[src/sv/rpi_pkg.sv]
// Shared types and constants for the Rayleigh power iteration unit.
// Used by rpi_dpath, rpi_ctrl and rayleigh_power_iteration_unit; no dependencies.
`default_nettype none

package rpi_pkg;

  localparam int MAX_DIM = 16;
  localparam int IDX_W   = 4;
  localparam int SIZE_W  = 5;
  localparam int VAL_W   = 32;
  localparam int Y_W     = 52;
  localparam int ACC_W   = 68;
  localparam int LAM_W   = 88;
  localparam int EIG_W   = 48;
  localparam int CNT_W   = 7;

  // Input item kinds.
  localparam logic [1:0] FN_MAT   = 2'd0;
  localparam logic [1:0] FN_VEC   = 2'd1;
  localparam logic [1:0] FN_START = 2'd2;

  // Result status codes.
  localparam logic [1:0] ST_CONV  = 2'd0;
  localparam logic [1:0] ST_LIMIT = 2'd1;
  localparam logic [1:0] ST_ZERO  = 2'd2;

  // Configuration register indexes.
  localparam logic [1:0] CFG_SIZE  = 2'd0;
  localparam logic [1:0] CFG_TOL   = 2'd1;
  localparam logic [1:0] CFG_LIMIT = 2'd2;

  typedef enum logic [4:0] {
    DP_NOP, DP_LOAD_MAT, DP_LOAD_VEC, DP_CLR_RUN, DP_NRM_CLR, DP_NRM_OR,
    DP_LOD_STEP, DP_M_SET, DP_SQ, DP_SQ_ACC, DP_SQRT_INIT, DP_SQRT_STEP,
    DP_DIV_INIT, DP_DIV_STEP, DP_DIV_WR, DP_ZERO_WR, DP_MAT_RD, DP_MAT_MUL,
    DP_MAT_ACC, DP_Y_WR, DP_LAM_MLO, DP_LAM_ALO, DP_LAM_MHI, DP_LAM_AHI,
    DP_EIG, DP_ERR
  } dp_op_t;

  typedef struct packed {
    dp_op_t           op;
    logic [IDX_W-1:0] i;
    logic [IDX_W-1:0] j;
  } cmd_t;

  typedef struct packed {
    logic             orv_zero;
    logic             orv_msb;
    logic             err_ok;
    logic [CNT_W-1:0] count;
  } stat_t;

endpackage

`default_nettype wire

[src/sv/rpi_ctrl.sv]
// Controller of the power iteration unit: sequences loads, normalization,
// matrix-vector product, Rayleigh quotient and result output. Depends on rpi_pkg.
`default_nettype none

module rpi_ctrl (
  input  logic                       clk,
  input  logic                       rst,
  input  logic                       s_valid,
  output logic                       s_ready,
  input  logic [1:0]                 func,
  input  logic [rpi_pkg::IDX_W-1:0]  row,
  input  logic [rpi_pkg::IDX_W-1:0]  col,
  input  logic [rpi_pkg::IDX_W-1:0]  nm1,
  input  logic [rpi_pkg::CNT_W-1:0]  limit,
  input  rpi_pkg::stat_t             stat,
  output rpi_pkg::cmd_t              cmd,
  output logic                       m_valid,
  input  logic                       m_ready,
  output logic [rpi_pkg::IDX_W-1:0]  out_index,
  output logic [1:0]                 out_status,
  output logic                       out_last
);

  typedef enum logic [15:0] {
    S_IDLE   = 16'h0001,
    S_NCLR   = 16'h0002,
    S_NOR    = 16'h0004,
    S_NCHK   = 16'h0008,
    S_LOD    = 16'h0010,
    S_SQ     = 16'h0020,
    S_SQI    = 16'h0040,
    S_SQRT   = 16'h0080,
    S_DIV    = 16'h0100,
    S_ZERO   = 16'h0200,
    S_DECIDE = 16'h0400,
    S_MV     = 16'h0800,
    S_LAM    = 16'h1000,
    S_EIG    = 16'h2000,
    S_ERR    = 16'h4000,
    S_EMIT   = 16'h8000
  } state_t;

  state_t                     state, state_next;
  logic [rpi_pkg::IDX_W-1:0]  i, i_next;
  logic [rpi_pkg::IDX_W-1:0]  j, j_next;
  logic [1:0]                 ph, ph_next;
  logic [4:0]                 step, step_next;
  logic                       init_mode, init_mode_next;
  logic [1:0]                 status, status_next;
  logic                       i_last;

  assign i_last = (i == nm1);

  always_comb begin
    state_next     = state;
    i_next         = i;
    j_next         = j;
    ph_next        = ph;
    step_next      = step;
    init_mode_next = init_mode;
    status_next    = status;
    cmd.op         = rpi_pkg::DP_NOP;
    cmd.i          = i;
    cmd.j          = j;
    case (state)
      S_IDLE: begin
        if (s_valid) begin
          case (func)
            rpi_pkg::FN_MAT: begin
              cmd.op = rpi_pkg::DP_LOAD_MAT;
              cmd.i  = row;
              cmd.j  = col;
            end
            rpi_pkg::FN_VEC: begin
              cmd.op = rpi_pkg::DP_LOAD_VEC;
              cmd.i  = row;
            end
            rpi_pkg::FN_START: begin
              cmd.op         = rpi_pkg::DP_CLR_RUN;
              init_mode_next = 1'b1;
              state_next     = S_NCLR;
            end
            default: ;
          endcase
        end
      end
      S_NCLR: begin
        cmd.op     = rpi_pkg::DP_NRM_CLR;
        i_next     = '0;
        state_next = S_NOR;
      end
      S_NOR: begin
        cmd.op = rpi_pkg::DP_NRM_OR;
        if (i_last) begin
          state_next = S_NCHK;
        end else begin
          i_next = i + 4'd1;
        end
      end
      S_NCHK: begin
        i_next     = '0;
        ph_next    = '0;
        state_next = stat.orv_zero ? S_ZERO : S_LOD;
      end
      S_LOD: begin
        if (stat.orv_msb) begin
          state_next = S_SQ;
        end else begin
          cmd.op = rpi_pkg::DP_LOD_STEP;
        end
      end
      S_SQ: begin
        case (ph)
          2'd0: begin
            cmd.op  = rpi_pkg::DP_M_SET;
            ph_next = 2'd1;
          end
          2'd1: begin
            cmd.op  = rpi_pkg::DP_SQ;
            ph_next = 2'd2;
          end
          default: begin
            cmd.op  = rpi_pkg::DP_SQ_ACC;
            ph_next = 2'd0;
            if (i_last) begin
              state_next = S_SQI;
            end else begin
              i_next = i + 4'd1;
            end
          end
        endcase
      end
      S_SQI: begin
        cmd.op     = rpi_pkg::DP_SQRT_INIT;
        step_next  = '0;
        state_next = S_SQRT;
      end
      S_SQRT: begin
        cmd.op    = rpi_pkg::DP_SQRT_STEP;
        step_next = step + 5'd1;
        if (step == 5'd31) begin
          i_next     = '0;
          ph_next    = '0;
          state_next = S_DIV;
        end
      end
      S_DIV: begin
        case (ph)
          2'd0: begin
            cmd.op  = rpi_pkg::DP_M_SET;
            ph_next = 2'd1;
          end
          2'd1: begin
            cmd.op    = rpi_pkg::DP_DIV_INIT;
            step_next = '0;
            ph_next   = 2'd2;
          end
          2'd2: begin
            cmd.op    = rpi_pkg::DP_DIV_STEP;
            step_next = step + 5'd1;
            if (step == 5'd30) begin
              ph_next = 2'd3;
            end
          end
          default: begin
            cmd.op  = rpi_pkg::DP_DIV_WR;
            ph_next = 2'd0;
            if (i_last) begin
              state_next = S_DECIDE;
            end else begin
              i_next = i + 4'd1;
            end
          end
        endcase
      end
      S_ZERO: begin
        cmd.op = rpi_pkg::DP_ZERO_WR;
        if (i_last) begin
          state_next = S_DECIDE;
        end else begin
          i_next = i + 4'd1;
        end
      end
      S_DECIDE: begin
        i_next  = '0;
        j_next  = '0;
        ph_next = '0;
        if (stat.orv_zero) begin
          status_next = rpi_pkg::ST_ZERO;
          state_next  = S_EMIT;
        end else if (!init_mode && stat.err_ok) begin
          status_next = rpi_pkg::ST_CONV;
          state_next  = S_EMIT;
        end else if (!init_mode && stat.count >= limit) begin
          status_next = rpi_pkg::ST_LIMIT;
          state_next  = S_EMIT;
        end else begin
          init_mode_next = 1'b0;
          state_next     = S_MV;
        end
      end
      S_MV: begin
        case (ph)
          2'd0: begin
            cmd.op  = rpi_pkg::DP_MAT_RD;
            ph_next = 2'd1;
          end
          2'd1: begin
            cmd.op  = rpi_pkg::DP_MAT_MUL;
            ph_next = 2'd2;
          end
          2'd2: begin
            cmd.op = rpi_pkg::DP_MAT_ACC;
            if (j == nm1) begin
              ph_next = 2'd3;
            end else begin
              j_next  = j + 4'd1;
              ph_next = 2'd0;
            end
          end
          default: begin
            cmd.op  = rpi_pkg::DP_Y_WR;
            j_next  = '0;
            ph_next = 2'd0;
            if (i_last) begin
              i_next     = '0;
              state_next = S_LAM;
            end else begin
              i_next = i + 4'd1;
            end
          end
        endcase
      end
      S_LAM: begin
        ph_next = ph + 2'd1;
        case (ph)
          2'd0: cmd.op = rpi_pkg::DP_LAM_MLO;
          2'd1: cmd.op = rpi_pkg::DP_LAM_ALO;
          2'd2: cmd.op = rpi_pkg::DP_LAM_MHI;
          default: begin
            cmd.op = rpi_pkg::DP_LAM_AHI;
            if (i_last) begin
              state_next = S_EIG;
            end else begin
              i_next = i + 4'd1;
            end
          end
        endcase
      end
      S_EIG: begin
        cmd.op     = rpi_pkg::DP_EIG;
        state_next = S_ERR;
      end
      S_ERR: begin
        cmd.op     = rpi_pkg::DP_ERR;
        state_next = S_NCLR;
      end
      S_EMIT: begin
        if (m_ready) begin
          if (i_last) begin
            state_next = S_IDLE;
          end else begin
            i_next = i + 4'd1;
          end
        end
      end
      default: state_next = S_IDLE;
    endcase
  end

  always_ff @(posedge clk) begin
    if (rst) begin
      state     <= S_IDLE;
      i         <= '0;
      j         <= '0;
      ph        <= '0;
      step      <= '0;
      init_mode <= 1'b0;
      status    <= rpi_pkg::ST_CONV;
    end else begin
      state     <= state_next;
      i         <= i_next;
      j         <= j_next;
      ph        <= ph_next;
      step      <= step_next;
      init_mode <= init_mode_next;
      status    <= status_next;
    end
  end

  assign s_ready    = (state == S_IDLE);
  assign m_valid    = (state == S_EMIT);
  assign out_index  = i;
  assign out_status = status;
  assign out_last   = i_last;

endmodule

`default_nettype wire

[config.mk]
export PLATFORM = sky130hd
export DESIGN_NAME = rpi_ctrl
export DESIGN_NICKNAME = d
export VERILOG_FILES = /design/src/sv/rpi_pkg.sv /design/src/sv/rpi_ctrl.sv
export SDC_FILE = /design/constraint.sdc
export NUM_CORES = 1
export LEC_CHECK = 0
export ABC_AREA = 1
export ABC_CLOCK_PERIOD_IN_PS = 4150
export BUFFER_PORTS_ARGS = -buffer_cell sky130_fd_sc_hd__buf_2
export CAP_MARGIN = 20
export CELL_PAD_IN_SITES_DETAIL_PLACEMENT = 1
export CELL_PAD_IN_SITES_GLOBAL_PLACEMENT = 2
export CORE_AREA = 2 2 84 126
export DETAILED_ROUTE_END_ITERATION = 8
export DIE_AREA = 0 0 86 128
export MAX_ROUTING_LAYER = met4
export PLACE_DENSITY_LB_ADDON = 0.1
export SETUP_SLACK_MARGIN = 0.02
export SYNTH_ARGS = -nofsm -noshare
export SYNTH_HDL_FRONTEND = slang
export SYNTH_SLANG_ARGS = --single-unit
[constraint.sdc]
create_clock -name clk -period 4.15 [get_ports clk]
set_input_delay 0.2075 -clock clk [delete_from_list [all_inputs] [get_ports clk]]
set_output_delay 0.2075 -clock clk [all_outputs]
set_load 0.05 [all_outputs]
# --- Word level (Yosys, flattened, before mapping) ---
# Index checks and enable logic that the tools add are counted.
totals:
  ff_bits: 34
  in_bits: 35
  out_inout_bits: 22
  elab_cells: 143
classes:
  add_sub_neg: 4
  n_lt_le_gt_ge: 1
  n_eq_ne: 46
  mux: 60
  reduce_logical: 25
op_table:
  columns: ["cell", "count"]
  rows:
  - ["$mux W16", 18]
  - ["$pmux W16 S16", 1]
  - ["$pmux W5 S13", 1]
  - ["$mux W4", 10]
  - ["$ne A2 B2 Y1 const B", 16]
  - ["$pmux W2 S3", 5]
  - ["$pmux W4 S7", 1]
  - ["$pmux W4 S2", 3]
  - ["$mux W10", 2]
  - ["$eq A16 B1 Y1 const B", 1]
  - ["$eq A16 B10 Y1 const B", 1]
  - ["$eq A16 B11 Y1 const B", 1]
  - ["$eq A16 B12 Y1 const B", 1]
  - ["$eq A16 B13 Y1 const B", 1]
  - ["$eq A16 B14 Y1 const B", 1]
  - ["$eq A16 B15 Y1 const B", 1]
  - ["$eq A16 B16 Y1 const B", 1]
  - ["$eq A16 B2 Y1 const B", 1]
  - ["$eq A16 B3 Y1 const B", 1]
  - ["$eq A16 B4 Y1 const B", 1]
  - ["$eq A16 B5 Y1 const B", 1]
  - ["$eq A16 B6 Y1 const B", 1]
  - ["$eq A16 B7 Y1 const B", 1]
  - ["$eq A16 B8 Y1 const B", 1]
  - ["other kinds (34)", 64]

# --- Depth between registers and ports, before layout ---
depth:
  ltp_word: 6
  ltp_mapped: 14
  mapped_depth_nobuf: 14

# --- Least setup slack after synthesis ---
# OpenSTA, ideal clock, no wires.
synth_path:
  path_kind: "register -> output"
  startpoint: "reg state[12]"
  endpoint: "out cmd[4] (netlist bit)"
  arrival_time_ps: 2314
  required_time_ps: 3943
  path_slack_ps: 1629
  path_stages_with_launch: 10
  n_path_buf: 1
  cell_sequence: "dfxtp_1 nor2_2 nand2_2 nor2_4 buf_6 nand2_1 inv_2 nand2_1 nor2_4 o21ai_0"
synth_rtl:
  columns: ["item", "line_no", "text"]
  rows:
  - ["start: declaration", "rpi_ctrl.sv:43", "state_t state, state_next;"]
  - ["start signal: assignment", "rpi_ctrl.sv:281", "state <= state_next;"]
  - ["end: declaration", "rpi_ctrl.sv:16", "output rpi_pkg::cmd_t cmd,"]

==> impl_metrics.json <==
{
  "status": "completed",
  "grtUsageTotal_pct": 18.1,
  "wl_per_cell_um": 14.7,
  "clk_path_buf_depth": 2,
  "synth_mux_area_share_pct": 0,
  "hpwl_um": 7810,
  "postRouteWirelength_um": 9280,
  "post-synth-top-count-cell": "nand2_1",
  "synth_top_area_cell": "dfxtp_1",
  "crit_family": "simple AND/OR/NAND/NOR gates",
  "rsz0062_at_grt": "false",
  "hold_class": "in2reg",
  "hold_buffers": 0,
  "max_stage_delay_ps": 310,
  "netlist_top_cells_count": "nand2_1, inv_1, nor2_1",
  "post_cts_resized": 0,
  "leakage_uw": 0.00183,
  "max_slew_margin_pct": 56.9,
  "synth_top_family_by_area": "simple AND/OR/NAND/NOR gates",
  "grt-ovfl-total": 0,
  "synth_adder_area_share_pct": 8.61,
  "fin_worst_skew_ps": 6.69,
  "final-hold-violation-count": 0,
  "crit_chain": "nor2_1 > nand2_2 > nor2_4 > nand2_1 > inv_2 > nand2_1 > nor2_4 > nand2_1 > o21ai_0 > buf_2",
  "grt_use_met3_pct": 2.06,
  "gp_congestion": 0.830,
  "path_common_cell": "nand2_1",
  "syn_nets": 512,
  "r2r_setup_slack_ps": 2040,
  "grt_start_max_net_pins": 17,
  "cts_buffers": 5,
  "seq_area_um2": 681,
  "synth-seq-cells": 34,
  "nFillCells": 1337,
  "period_share_pct": 61.5,
  "io_pins": 57,
  "peakVddDrop_mv": 0.145,
  "grt_use_met2_pct": 33.5,
  "drv_cap": 0,
  "die-area_um2": 11000,
  "cp_max_fo": 12,
  "min_period_ps": 2550,
  "cts_root_buffer": "clkbuf_16",
  "synth-seq-area-share_pct": 23.4,
  "avgSynthCellArea_um2": 6.36,
  "synth_area_um2": 2910,
  "fp.dieW_um": 86,
  "dr.pass1.iters": 4,
  "yosys_warnings": 0,
  "postLayoutCoreUtil_pct": 34.4,
  "insertion_delay_ps": 280,
  "critPathBufInv": 2,
  "finalMaxSlewViolations": 0,
  "n_antenna_cell": 0,
  "setup_viol": 0,
  "antenna_found_initial": 0,
  "portBuffers": 56,
  "worstPathArrival_ps": 2350,
  "use_met1_pct": 19.5,
  "synth_xor_area_share_pct": 2.41,
  "clkTransAtPathRegs_ps": 50,
  "cts_tree": "done",
  "synth_flop_cell": "dfxtp_1",
  "fin_nets": 570,
  "synth_area_leaders": "dfxtp_1, nand2_1, ha_1",
  "synth_enable_flop_cells": 0,
  "layout-drive-gt1-share_pct": 22.1,
  "start_util_pct": 29.2,
  "top_usage_layer": "met2",
  "finalSetupTns_ps": 0,
  "first_iter_violations": 79,
  "synthToLayoutAreaGrowth_pct": 18.0,
  "timing.critical_path.from_type": "flop",
  "required_ps": 3940,
  "drt-vias-per-instance": 4.87,
  "die-height_um": 128,
  "tightest_slew_ps": 645,
  "coreArea_um2": 9970,
  "rows": 45,
  "drc": 0,
  "post_cts_buffers": 0,
  "ant_nets": 0,
  "grt_pass1_wl_um": 15400,
  "grt_pass1_vias": 3245,
  "synthCells": 457,
  "synth-simple-area-share_pct": 45.1,
  "ys_types": 36,
  "max_freq_mhz": 392,
  "synth_compound_area_share_pct": 10.5,
  "async_flop_share_pct": 0,
  "p_per_area_nw_per_um2": 311,
  "crit_slowest_cell": "dfxtp_1",
  "crit_path_end_kind": "output pin",
  "synth_top_area_share_pct": 23.4,
  "cts.sinks": 34,
  "multiInputGateArea_um2": 1940,
  "num_vias": 3075,
  "htree_levels": 2,
  "worst-setup-path-type": "reg2out"
}
[tightest hold or removal path: stages]
cell and delay, ps:
buf_2 130, nand2_1 70, a21oi_1 60
[logic make-up after synthesis]
family / count (synthesis)
and+or+nand+nor: 267
buffers and inverters: 73
AOI/OAI and AO/OA: 55
DFF: 34
adders and majority gates: 20
xor gates and xnor gates: 8
[sequential cells by signal, summed over array words and instances, names as in the netlist]
| signal | count |
|---|---|
| init_mode | 1 |
| j | 4 |
| out_index | 4 |
| out_status | 2 |
| ph | 2 |
| state | 16 |
| step | 5 |
[metrics by stage]
stage	worst slack, ps	hold WS [ps]	total power, uW	std cells	area [um^2]
after floorplan	1630	355	626	457	2910
after global placement	1880	449	717	625	3300
after detailed placement	1870	459	720	625	3300
after CTS	1560	229	1080	632	3430
after global routing	1330	244	1120	632	3430
final	1600	231	1070	632	3430
[layout by cell type, fill, tap and decap left out, types with 2 or more instances in the layout]
master,Yosys,final
nand3b_1,3,3
inv_2,5,5
nor2_4,8,8
nand2_2,14,14
nand3_1,38,38
nand2_4,5,5
buf_2,1,56
nor3b_1,3,3
xnor2_1,4,4
o21ai_2,2,2
nor3_1,3,3
xor2_1,4,4
inv_1,63,63
a21oi_2,2,2
o21ai_0,20,20
nand3_2,3,3
ha_1,20,20
clkbuf_16,0,5
nor3_2,2,2
nand2_1,102,102
nand4_1,10,10
dfxtp_1,34,34
a21oi_1,24,24
clkbuf_1,2,2
nor2_1,62,62
o211ai_1,2,2
nor2_2,10,10
[routing by layer]
| layer | wire [um] | vias to the layer above |
|---|---|---|
| met5 | 0 | - |
| li1 | - | 1569 |
| met1 | 3780 | 1439 |
| met4 | 206 | 0 |
| met2 | 5030 | 54 |
| met3 | 260 | 13 |
[report_power, final]
group	total, uW	switching, uW	internal, uW
Sequential	352	11.7	341
Combinational	357	261	95.5
Clock	357	137	220
Total	1070	410	656
[worst paths after layout]
check	from	endpoint	cells after the start
max	state[14]	cmd[6]	10
min	stat[9]	state[9]	3
max reg2reg	state[4]	j[3]	9
min reg2reg	out_status[1]	out_status[1]	2
[cell type report]
| cell class | instances | share of cell area (%) |
|---|---|---|
| multi-input combinational | 350 | 56.4 |
| sequential | 34 | 19.8 |
| timing repair buffer | 56 | 8.17 |
| inverter | 68 | 7.44 |
| tap | 117 | 4.27 |
| clock buffer | 7 | 3.86 |
(Power assumes the default switching activity.)
